==> config.mk <==
export PLATFORM = sky130hd
export DESIGN_NAME = dns_text_string_escaper_flat
export DESIGN_NICKNAME = d
export VERILOG_FILES = /design/src/hdl/dns_esc_pkg.sv /design/src/hdl/dns_esc_if.sv /design/src/hdl/dns_esc_expand.sv /design/src/hdl/dns_esc_serial.sv /design/src/hdl/dns_text_string_escaper.sv /design/src/flat_wrapper.sv
export VERILOG_INCLUDE_DIRS = /design/src /design/src/hdl
export SDC_FILE = /design/constraint.sdc
export NUM_CORES = 1
export LEC_CHECK = 0
export BUFFER_PORTS_ARGS = -buffer_cell sky130_fd_sc_hd__buf_4
export CELL_PAD_IN_SITES_DETAIL_PLACEMENT = 1
export CELL_PAD_IN_SITES_GLOBAL_PLACEMENT = 2
export CORE_ASPECT_RATIO = 1.1
export CORE_MARGIN = 3
export CORE_UTILIZATION = 43
export CTS_CLUSTER_SIZE = 40
export DETAILED_ROUTE_END_ITERATION = 6
export GPL_TIMING_DRIVEN = 0
export HOLD_SLACK_MARGIN = 0.02
export PLACE_DENSITY_LB_ADDON = 0.25
export RECOVER_POWER = 100
export REMOVE_ABC_BUFFERS = 1
export SLEW_MARGIN = 20
export SYNTH_ARGS = -nofsm -noshare
export SYNTH_HDL_FRONTEND = slang
export SYNTH_SLANG_ARGS = --single-unit
==> constraint.sdc <==
create_clock -name clk -period 21.1 [get_ports clk]
set_clock_uncertainty 0.05 [all_clocks]
set_input_delay 0 -clock clk [delete_from_list [all_inputs] [get_ports clk]]
set_output_delay 0 -clock clk [all_outputs]
set_load 0.005 [all_outputs]
==> src/hdl/assert_macros.svh <==
// Assertion macros shared by the escaper RTL files.
// Depends on nothing; included by each module that carries assertions.
`ifndef ASSERT_MACROS_SVH
`define ASSERT_MACROS_SVH

// Check that expr holds at every clock edge outside reset.
`define ASSERT_ALWAYS(label, clk, rst, expr) \
  label: assert property (@(posedge clk) disable iff (rst) (expr)) \
    else $error("assertion failed: %m");

// Check that cons holds in the cycle after ante.
`define ASSERT_NEXT(label, clk, rst, ante, cons) \
  label: assert property (@(posedge clk) disable iff (rst) (ante) |=> (cons)) \
    else $error("assertion failed: %m");

`endif

==> src/hdl/dns_esc_pkg.sv <==
// Types and character constants of the DNS text-string escaper.
// Depends on nothing; used by dns_esc_expand, dns_esc_serial and the top level.
`default_nettype none

package dns_esc_pkg;

  localparam int MAX_CHARS = 5;
  localparam int CNT_W     = 3;

  localparam logic [7:0] CH_QUOTE  = 8'h22;
  localparam logic [7:0] CH_BSLASH = 8'h5C;
  localparam logic [7:0] CH_ZERO   = 8'h30;
  localparam logic [7:0] CH_LOW    = 8'h20;
  localparam logic [7:0] CH_HIGH   = 8'h7E;
  localparam logic [7:0] CH_NUL    = 8'h00;

  typedef struct packed {
    logic [7:0] out_char;
    logic       string_done;
    logic       length_error;
  } char_res_t;

  typedef struct packed {
    char_res_t [MAX_CHARS-1:0] chars;
    logic [CNT_W-1:0]          count;
  } burst_t;

endpackage

`default_nettype wire

==> src/hdl/dns_esc_if.sv <==
// Valid/ready channel interfaces of the escaper: input bytes and output characters.
// Depends on nothing.
`default_nettype none

interface dns_esc_in_if;
  logic       valid;
  logic       ready;
  logic [7:0] data_byte;
  logic       end_of_data;

  modport source (output valid, output data_byte, output end_of_data, input ready);
  modport sink   (input valid, input data_byte, input end_of_data, output ready);
endinterface

interface dns_esc_out_if;
  logic       valid;
  logic       ready;
  logic [7:0] out_char;
  logic       string_done;
  logic       length_error;

  modport source (output valid, output out_char, output string_done,
                  output length_error, input ready);
  modport sink   (input valid, input out_char, input string_done,
                  input length_error, output ready);
endinterface

`default_nettype wire

==> src/hdl/dns_esc_expand.sv <==
// String phase tracking and expansion of one input byte into its character burst.
// Depends on dns_esc_pkg and assert_macros.svh.
`default_nettype none
`include "assert_macros.svh"

module dns_esc_expand (
  input  wire logic                clk,
  input  wire logic                rst,
  input  wire logic                in_fire,
  input  wire logic [7:0]          data_byte,
  input  wire logic                end_of_data,
  output dns_esc_pkg::burst_t      burst
);
  import dns_esc_pkg::*;

  logic       in_body;
  logic [7:0] bytes_left;
  logic       in_body_next;
  logic [7:0] bytes_left_next;

  logic [1:0]  hundreds;
  logic [7:0]  rem_full;
  logic [6:0]  rem;
  logic [14:0] prod;
  logic [3:0]  tens;
  logic [6:0]  ones;

  char_res_t [MAX_CHARS-1:0] esc;
  logic [CNT_W-1:0]          n_esc;
  char_res_t                 tail;
  logic                      has_tail;
  logic [7:0]                left_dec;
  logic                      length_phase;

  always_comb begin
    if (data_byte >= 8'd200) begin
      hundreds = 2'd2;
    end else if (data_byte >= 8'd100) begin
      hundreds = 2'd1;
    end else begin
      hundreds = 2'd0;
    end
    rem_full = data_byte - 8'(hundreds * 8'd100);
    rem      = rem_full[6:0];
    prod     = {8'd0, rem} * 15'd205;
    tens     = prod[14:11];
    ones     = rem - 7'(tens * 7'd10);
  end

  always_comb begin
    length_phase    = !in_body || (bytes_left == 8'd0);
    left_dec        = bytes_left - 8'd1;
    esc             = '0;
    n_esc           = '0;
    tail            = '0;
    has_tail        = 1'b0;
    in_body_next    = in_body;
    bytes_left_next = bytes_left;

    if (length_phase) begin
      esc[0].out_char = CH_QUOTE;
      n_esc           = CNT_W'(1);
      if (data_byte == 8'd0) begin
        tail            = '{out_char: CH_QUOTE, string_done: 1'b1, length_error: 1'b0};
        has_tail        = 1'b1;
        in_body_next    = 1'b0;
        bytes_left_next = 8'd0;
      end else if (end_of_data) begin
        tail            = '{out_char: CH_NUL, string_done: 1'b1, length_error: 1'b1};
        has_tail        = 1'b1;
        in_body_next    = 1'b0;
        bytes_left_next = 8'd0;
      end else begin
        in_body_next    = 1'b1;
        bytes_left_next = data_byte;
      end
    end else begin
      if (data_byte >= CH_LOW && data_byte <= CH_HIGH) begin
        if (data_byte == CH_BSLASH || data_byte == CH_QUOTE) begin
          esc[0].out_char = CH_BSLASH;
          esc[1].out_char = data_byte;
          n_esc           = CNT_W'(2);
        end else begin
          esc[0].out_char = data_byte;
          n_esc           = CNT_W'(1);
        end
      end else begin
        esc[0].out_char = CH_BSLASH;
        esc[1].out_char = CH_ZERO + {6'd0, hundreds};
        esc[2].out_char = CH_ZERO + {4'd0, tens};
        esc[3].out_char = CH_ZERO + {1'b0, ones};
        n_esc           = CNT_W'(4);
      end
      bytes_left_next = left_dec;
      if (left_dec == 8'd0) begin
        tail         = '{out_char: CH_QUOTE, string_done: 1'b1, length_error: 1'b0};
        has_tail     = 1'b1;
        in_body_next = 1'b0;
      end else if (end_of_data) begin
        tail            = '{out_char: CH_NUL, string_done: 1'b1, length_error: 1'b1};
        has_tail        = 1'b1;
        in_body_next    = 1'b0;
        bytes_left_next = 8'd0;
      end
    end
  end

  always_comb begin
    burst.count = n_esc + CNT_W'(has_tail);
    for (int i = 0; i < MAX_CHARS; i++) begin
      if (CNT_W'(i) < n_esc) begin
        burst.chars[i] = esc[i];
      end else if (CNT_W'(i) == n_esc && has_tail) begin
        burst.chars[i] = tail;
      end else begin
        burst.chars[i] = '0;
      end
    end
  end

  always_ff @(posedge clk) begin
    if (rst) begin
      in_body    <= 1'b0;
      bytes_left <= 8'd0;
    end else if (in_fire) begin
      in_body    <= in_body_next;
      bytes_left <= bytes_left_next;
    end
  end

  `ASSERT_ALWAYS(a_body_count_live, clk, rst, !in_body || bytes_left != 8'd0)

endmodule

`default_nettype wire

==> src/hdl/dns_esc_serial.sv <==
// Burst register and character serializer: holds one byte's characters, emits one per cycle while out_ready is high.
// Depends on dns_esc_pkg and assert_macros.svh.
`default_nettype none
`include "assert_macros.svh"

module dns_esc_serial (
  input  wire logic                clk,
  input  wire logic                rst,
  input  wire logic                in_valid,
  output logic                     in_ready,
  input  wire dns_esc_pkg::burst_t burst,
  output logic                     out_valid,
  input  wire logic                out_ready,
  output dns_esc_pkg::char_res_t   out_res
);
  import dns_esc_pkg::*;

  burst_t           pending;
  logic             full;
  logic [CNT_W-1:0] slot;
  logic             at_last;
  logic             out_fire;
  logic             in_fire;

  assign at_last   = (slot == pending.count - CNT_W'(1));
  assign out_valid = full;
  assign out_res   = pending.chars[slot];
  assign out_fire  = full && out_ready;
  assign in_ready  = !full || (out_fire && at_last);
  assign in_fire   = in_valid && in_ready;

  always_ff @(posedge clk) begin
    if (in_fire) begin
      pending <= burst;
    end
  end

  always_ff @(posedge clk) begin
    if (rst) begin
      full <= 1'b0;
      slot <= '0;
    end else if (in_fire) begin
      full <= 1'b1;
      slot <= '0;
    end else if (out_fire) begin
      if (at_last) begin
        full <= 1'b0;
        slot <= '0;
      end else begin
        slot <= slot + CNT_W'(1);
      end
    end
  end

  `ASSERT_ALWAYS(a_slot_in_burst, clk, rst, !full || slot < pending.count)
  `ASSERT_NEXT(a_mid_burst_stays, clk, rst, out_fire && !at_last, full && slot != '0)

endmodule

`default_nettype wire

==> src/hdl/dns_text_string_escaper.sv <==
// Top level of the DNS text-string escaper: byte input channel, character output channel.
// Depends on dns_esc_pkg, dns_esc_if, dns_esc_expand and dns_esc_serial.
//
// in_ch carries record-data bytes (data_byte, end_of_data). A byte in idle phase is
// a string length; in body phase it is a string byte that is escaped.
// out_ch carries presentation characters (out_char, string_done, length_error),
// with string_done on the closing quote or on the error word.
// Each accepted byte expands in one pass into a burst of 1 to 5 output words that
// is loaded into the burst register; the first word is offered on the cycle after
// acceptance.
// Words leave at one per cycle while out_ch.ready is high. A byte occupies the single
// burst register until the last word of its burst leaves, so bytes are taken every
// cycle only when each yields one word; the next byte is taken in the cycle the last
// word of a burst leaves.
// When the receiver stalls, the current word holds and in_ch.ready drops once the
// burst register holds an unfinished burst.
// Synchronous reset clears the phase to idle, the remaining count to zero and the
// burst register to empty.
`default_nettype none

module dns_text_string_escaper (
  input  wire logic      clk,
  input  wire logic      rst,
  dns_esc_in_if.sink     in_ch,
  dns_esc_out_if.source  out_ch
);
  import dns_esc_pkg::*;

  burst_t    burst;
  char_res_t out_res;
  logic      ser_ready;
  logic      in_fire;

  assign in_ch.ready = ser_ready;
  assign in_fire     = in_ch.valid && ser_ready;

  dns_esc_expand u_expand (
    .clk         (clk),
    .rst         (rst),
    .in_fire     (in_fire),
    .data_byte   (in_ch.data_byte),
    .end_of_data (in_ch.end_of_data),
    .burst       (burst)
  );

  dns_esc_serial u_serial (
    .clk       (clk),
    .rst       (rst),
    .in_valid  (in_ch.valid),
    .in_ready  (ser_ready),
    .burst     (burst),
    .out_valid (out_ch.valid),
    .out_ready (out_ch.ready),
    .out_res   (out_res)
  );

  assign out_ch.out_char     = out_res.out_char;
  assign out_ch.string_done  = out_res.string_done;
  assign out_ch.length_error = out_res.length_error;

endmodule

`default_nettype wire
==> src/flat_wrapper.sv <==
// flat-port wrapper written by rule: the top's interface ports become plain ports
module dns_text_string_escaper_flat import dns_esc_pkg::*;
  (clk, rst, in_ch_valid, in_ch_data_byte, in_ch_end_of_data, in_ch_ready, out_ch_valid, out_ch_out_char, out_ch_string_done, out_ch_length_error, out_ch_ready);
  dns_esc_in_if in_ch_i ();
  dns_esc_out_if out_ch_i ();
  input  wire logic clk;
  input  wire logic rst;
  input wire logic [$bits(in_ch_i.valid)-1:0] in_ch_valid;
  input wire logic [$bits(in_ch_i.data_byte)-1:0] in_ch_data_byte;
  input wire logic [$bits(in_ch_i.end_of_data)-1:0] in_ch_end_of_data;
  output wire logic [$bits(in_ch_i.ready)-1:0] in_ch_ready;
  output wire logic [$bits(out_ch_i.valid)-1:0] out_ch_valid;
  output wire logic [$bits(out_ch_i.out_char)-1:0] out_ch_out_char;
  output wire logic [$bits(out_ch_i.string_done)-1:0] out_ch_string_done;
  output wire logic [$bits(out_ch_i.length_error)-1:0] out_ch_length_error;
  input wire logic [$bits(out_ch_i.ready)-1:0] out_ch_ready;
  assign in_ch_i.valid = in_ch_valid;
  assign in_ch_i.data_byte = in_ch_data_byte;
  assign in_ch_i.end_of_data = in_ch_end_of_data;
  assign in_ch_ready = in_ch_i.ready;
  assign out_ch_valid = out_ch_i.valid;
  assign out_ch_out_char = out_ch_i.out_char;
  assign out_ch_string_done = out_ch_i.string_done;
  assign out_ch_length_error = out_ch_i.length_error;
  assign out_ch_i.ready = out_ch_ready;
  dns_text_string_escaper u_core (.clk(clk), .rst(rst), .in_ch(in_ch_i), .out_ch(out_ch_i));
endmodule
* Word-level counts from Yosys, hierarchy flattened
Index checks and enable logic that the tools add are counted.
** Word-level totals
- Logic and storage cells :: 130
- Bits of input ports :: 13
- Bits in registers :: 66
- Output and inout port bits :: 12
** Cells by class
- Bitwise gates (word level) :: 5
- Eq/ne operators :: 7
- $add $sub $neg :: 9
- Mux-type cells :: 47
- Multiply operators :: 3
- $lt $le $gt $ge :: 10
- Reduce and logical (&&, ||, !) cells :: 29
** Operators with widths (count)
- 8-bit two-way mux :: 15
- 10-bit two-way mux :: 10
- 10-bit binary-select mux with 3-bit select :: 1
- 8-bit logical NOT :: 3
- 7-bit by 8-bit multiplier with 15-bit output, second input constant :: 1
- 7-bit two-way mux :: 2
- 7-bit subtractor :: 2
- 1-bit two-way mux :: 13
- 2-bit OR reduction :: 6
- 1-bit logical AND :: 9
- 3-bit two-way mux :: 3
- 6-bit by 7-bit adder with 8-bit output, first input constant :: 1
- 8-bit by 6-bit equality test with 1-bit output, second input constant :: 1
- 8-bit by 7-bit equality test with 1-bit output, second input constant :: 1
- 8-bit by 6-bit greater-or-equal comparator with 1-bit output, second input constant :: 1
- 8-bit by 7-bit greater-or-equal comparator with 1-bit output, second input constant :: 1
- 8-bit greater-or-equal comparator, second input constant :: 1
- 8-bit by 7-bit <= comparator with 1-bit output, second input constant :: 1
- 8-bit by 1-bit subtractor with 8-bit output, second input constant :: 1
- 6-bit by 2-bit adder with 7-bit output, first input constant :: 1
- 6-bit by 4-bit adder with 7-bit output, first input constant :: 1
- 2-bit by 3-bit equality test with 1-bit output, first input constant :: 2
- 1-bit by 3-bit less-than comparator with 1-bit output, first input constant :: 2
- 2-bit by 3-bit less-than comparator with 1-bit output, first input constant :: 2
- 18 further kinds :: 29

* Logic depth before layout (Yosys ltp)
- Depth in word-level cells :: 12
- Gate-level depth with buffers :: 35
- Mapped depth without buffers :: 33

* By module
A second synthesis with hierarchy kept.
** Second synthesis, totals
- Cells, all modules :: 456
- Area, all modules :: 4752.1 um^2
** Modules (own cells, without submodules)
- dns_esc_expand :: instances 1, area an instance 2454.9 um^2, sequential area each 180.2 um^2, cells each 328
- dns_esc_serial :: instances 1, area an instance 2290.9 um^2, sequential area each 1671.6 um^2, cells each 127
- dns_text_string_escaper :: instances 1, area an instance 6.3 um^2, sequential area each 0.0 um^2, cells each 1

* Worst setup path before layout
No wires, ideal clock.
- Path kind :: input to register
- Start :: input port in_ch_data_byte[4]
- End :: register u_core.u_serial.pending[41] (netlist bit) (data pin)
- Data required time :: 20796 ps
- Buffers on the path :: 1
- Slack :: 13984 ps
- Arrival :: 6811 ps
- Library setup time :: 254 ps
- Cell stages on the path :: 31
- Cell sequence :: buf_2 -> or3_1 -> a32oi_1 -> inv_1 -> ha_1 -> fa_1 -> nand2b_1 -> a21oi_1 -> xor2_2 -> inv_2 -> ha_1 -> ha_1 -> fa_1 -> inv_1 -> fa_1 -> inv_1 -> ha_1 -> a211oi_1 -> a211oi_4 -> a2111oi_2 -> xnor2_1 -> xor2_1 -> ha_1 -> inv_1 -> ha_1 -> o41ai_1 -> xor2_1 -> ha_1 -> xnor2_1 -> xnor2_1 -> nor2_1
** On the way
- Cells in the longest elaborated chain, start to end :: 12
- Elaborated cells on any way between the ends :: 29
- Those cells by class :: 3 x add/sub; 3 x mul; 5 x order compare; 3 x eq/ne; 11 x mux; 4 x reduce/logical
** Ends and longest elaborated chain
- start: declaration :: line flat_wrapper.sv:9 : input wire logic [$bits(in_ch_i.data_byte)-1:0] in_ch_data_byte;
- 8-bit by 7-bit greater-or-equal comparator with 1-bit output :: line dns_esc_expand.sv:38 : end else if (data_byte >= 8'd100) begin
- 1-bit two-way mux :: line dns_esc_expand.sv:38
- 2-bit two-way mux :: line dns_esc_expand.sv:36 : if (data_byte >= 8'd200) begin
- 2-bit by 5-bit multiplier with 5-bit output :: line dns_esc_expand.sv:43 : rem_full = data_byte - 8'(hundreds * 8'd100);
- 7-bit subtractor :: line dns_esc_expand.sv:43
- 7-bit by 8-bit multiplier with 15-bit output :: line dns_esc_expand.sv:45 : prod = {8'd0, rem} * 15'd205;
- 4-bit by 3-bit multiplier with 6-bit output :: line dns_esc_expand.sv:47 : ones = rem - 7'(tens * 7'd10);
- 7-bit subtractor :: line dns_esc_expand.sv:47
- 6-bit by 7-bit adder with 8-bit output :: line dns_esc_expand.sv:91 : esc[3].out_char = CH_ZERO + {1'b0, ones};
- 8-bit two-way mux :: line dns_esc_expand.sv:78 : if (data_byte >= CH_LOW && data_byte <= CH_HIGH) begin
- 8-bit two-way mux :: line dns_esc_expand.sv:60 : if (length_phase) begin
- 10-bit two-way mux * :: line dns_esc_expand.sv:111 : if (CNT_W'(i) < n_esc) begin
- end signal: assignment :: line dns_esc_serial.sv:34 : pending <= burst;
- end: declaration :: line dns_esc_serial.sv:18 : burst_t pending;
Every way passes the cells marked *; elsewhere a longest branch is shown, timed or not.
A chain may end at the register's enable or synchronous reset.

* Final worst setup path
- Start :: input port in_ch_data_byte[2]
- End :: register u_core.u_serial.pending[41] (netlist bit) (data pin)
Same word-level chain as after synthesis.

==> run_results.csv <==
group,metric,value,unit
outcome,status,"complete, but fails checks",
outcome,failed_checks,"max-capacitance violations, max-slew violations",
clock_tree,cts_setup_buffers,0,
logic_synthesis,synth.most_common_cell,"nor2_1",
clock_tree,cts_root_buffer,"clkbuf_8",
placement,preCtsSetupSlack,13140,ps
timing,slew_headroom,-5.806,%
routing,finalWirelength,10840,um
floorplan,core_area,0.01003,mm2
logic_synthesis,synth_seq_cells,57,
routing,num_vias,3435,
worst_setup_path,cpMostUsedCell,"ha_1",
worst_setup_path,path_delay_family,"adder cells",
finish,diodes,0,
finish,multiInputGateArea,0.002643,mm2
finish,stdcell_count,640,
power_and_ir_drop,power,0.8237,mW
clock_tree,cts.clk_slew.worst_paths,60,ps
hold_path,hp-class,"primary input to flip-flop",
timing,tightest_slew,1587,ps
clock_tree,cts_sinks,57,
floorplan,io_pins,25,
timing,fin_ws,12430,ps
grt,grtUsageMet1,24.61,%
worst_setup_path,critPathRequiredTime,21120,ps
floorplan,die_area,0.01176,mm2
placement,place.port_buffers,24,
finish,fillers,1166,
clock_tree,htree_num_levels,3,
routing,avgViaCountPerCell,5.367,
grt,grt_pass1_vias,3699,
power_and_ir_drop,power-per-cell-area,164.3,mW/mm2
timing,holdWs,37.13,ps
finish,syn2layout_area_growth,11.15,%
grt,grt-ovfl-total,0,
floorplan,initial_utilization,44.97,%
finish,register_area,0.001582,mm2
routing,wl_per_cell,16.94,um
finish,design_area,0.005015,mm2
timing,setup_viol,0,
routing,remaining_drc_errors,0,
worst_setup_path,ff2ff_setup_slack,16000,ps
timing,max_freq,115.4,MHz
placement,dp_cells,618,
grt,use_met3,3.056,%
worst_setup_path,end_kind,"flip-flop",
logic_synthesis,synth_top_area_share,29.28,%
grt,grt_pass1_wl,18510,um
logic_synthesis,seq_area_frac_synth,35.05,%
logic_synthesis,ys_warn_count,0,
finish,drive_gt1_share,11.20,%
routing,drt_pass1_iterations,4,
floorplan,die_w,103.7,um
clock_tree,cts_tree,"built",
worst_setup_path,start_kind,"primary input",
routing,drtIter0Drc,161,
timing,hold_viol,0,
job,maxCapViolCount,1,
worst_setup_path,path_class,"primary input to flip-flop",
clock_tree,cts_repair_resize_count,0,
timing,slew_violations,31,
timing,setup_tns,0,ps
logic_synthesis,syn_inst,463,
timing,period_share,41.08,%
placement,dp.final_hpwl,8396,um
clock_tree,numCtsBuffers,9,
placement,place_area,0.004856,mm2
grt,grt_max_degree,32,
logic_synthesis,synth_area_leaders,"edfxtp_1 (29%), ha_1 (13%), dfxtp_1 (5.8%)",
grt,grt_usage,19.74,%
power_and_ir_drop,p_leak,2.127,nW
routing,detail-route-antenna-nets,0,
logic_synthesis,synth.distinct_cells,65,
grt,top_usage_layer,"met2",
logic_synthesis,avgSynthCellArea,9.745,um2
floorplan,fp-row-count,38,
logic_synthesis,ys_dominant_reg_cell,"edfxtp_1",
floorplan,dieHeight,113.4,um
clock_tree,clk_latency,350,ps
logic_synthesis,synth-edff-count,44,
worst_setup_path,critPathBufInv,7,
logic_synthesis,synth_commonest_cells,"nor2_1 (55), inv_1 (50), ha_1 (48)",
worst_setup_path,critPathSlowestCell,"a211oi_1",
clock_tree,clk_path_buf_depth,2,
logic_synthesis,synth-async-reset-ratio,0,%
timing,period_needed,8669,ps
grt,antenna_found_initial,0,
logic_synthesis,syn-cell-area,0.004512,mm2
finish,fin_nets,565,
logic_synthesis,yosys.area.top_type,"edfxtp_1",
power_and_ir_drop,peakVddDrop,0.1410,mV
placement,gp_congestion,0.7940,
timing,grt_setup_unrepaired,"no",
finish,fin_util,49.99,%
grt,met2_usage,34.42,%
worst_setup_path,arrival,8680,ps
worst_setup_path,slowest_delay,1030,ps
worst_setup_path,critPathMaxFanout,7,
## cell type report
type | instances | area share [%]
Clock inverter | 4 | 0.8982
Inverter | 52 | 3.892
Timing Repair Buffer | 32 | 4.790
Multi-Input combinational cell | 343 | 52.69
Clock buffer | 12 | 2.695
Sequential cell | 57 | 31.54
Tap cell | 140 | 3.493
## state kept, by name, summed over array words and instances, names as in the netlist
name,cells
u_core.u_serial.out_valid,1
u_core.u_expand.bytes_left,8
u_core.u_serial.pending,44
u_core.u_serial.slot,3
u_core.u_expand.in_body,1
## per-layer routing
| metal | part of all wire, % | vias up |
|---|---|---|
| met2 | 51 | 34 |
| li1 | - | 1718 |
| met3 | 1.6 | 14 |
| met1 | 45 | 1669 |
| met4 | 2.0 | 0 |
| met5 | 0 | - |
## worst min-delay path: stages
cell     delay [ps]
buf_4           140
nand2_1          90
nor2_1           90
## where the power goes
part / switching (mW) / internal (mW) / total, mW / leakage, nW
clock: 0.0443 / 0.0540 / 0.0983 / 0.0941
combinational: 0.333 / 0.256 / 0.589 / 1.50
sequential: 0.00413 / 0.132 / 0.136 / 0.537
## repair_timing
| item | CTS | global route |
|---|---|---|
| setup endpoints to repair | 0 | 0 |
| hold endpoints to repair | 14 | 0 |
| hold buffers | 6 | 0 |
## layout by cell type, fill, tap and decap left out, types with 4 or more instances in the layout
cell type	count
xnor2_1	17
xor2_1	6
clkbuf_1	7
a21o_1	4
fa_1	9
o21ai_0	18
dfxtp_1	13
edfxtp_1	44
dlygate4sd3_1	6
nor2_1	55
conb_1	6
inv_1	52
nand2b_1	7
a211oi_1	8
nor3_1	15
nor2b_1	10
o21a_1	5
a22oi_1	7
o31ai_1	4
a21oi_1	22
nand3_1	10
mux2i_1	7
mux4_2	6
nand2_1	20
clkbuf_8	9
nor3b_1	5
buf_4	12
clkbuf_4	10
ha_1	48
## path summary, 6_finish.rpt
check / from / end / cells past startpoint
min reg2reg: u_core.u_expand.bytes_left[1] / u_core.u_expand.bytes_left[1] / 2
max reg2reg: u_core.u_serial.slot[0] / u_core.u_serial.pending[7] / 6
max: in_ch_data_byte[2] / u_core.u_serial.pending[41] / 32
min: in_ch_end_of_data / u_core.u_serial.pending[13] / 3
## kinds of logic after synthesis
kind of cell | synth area share, %
adder cells (fa/ha/maj) | 17.30
buffers and inverters | 6.045
XOR/XNOR | 4.631
flip-flops | 35.05
multiplexers | 5.629
other | 0.08311
AND/OR/NAND/NOR | 16.92
AO/OA/AOI/OAI | 14.34
No activity file was read; power rests on OpenSTA's default activity.
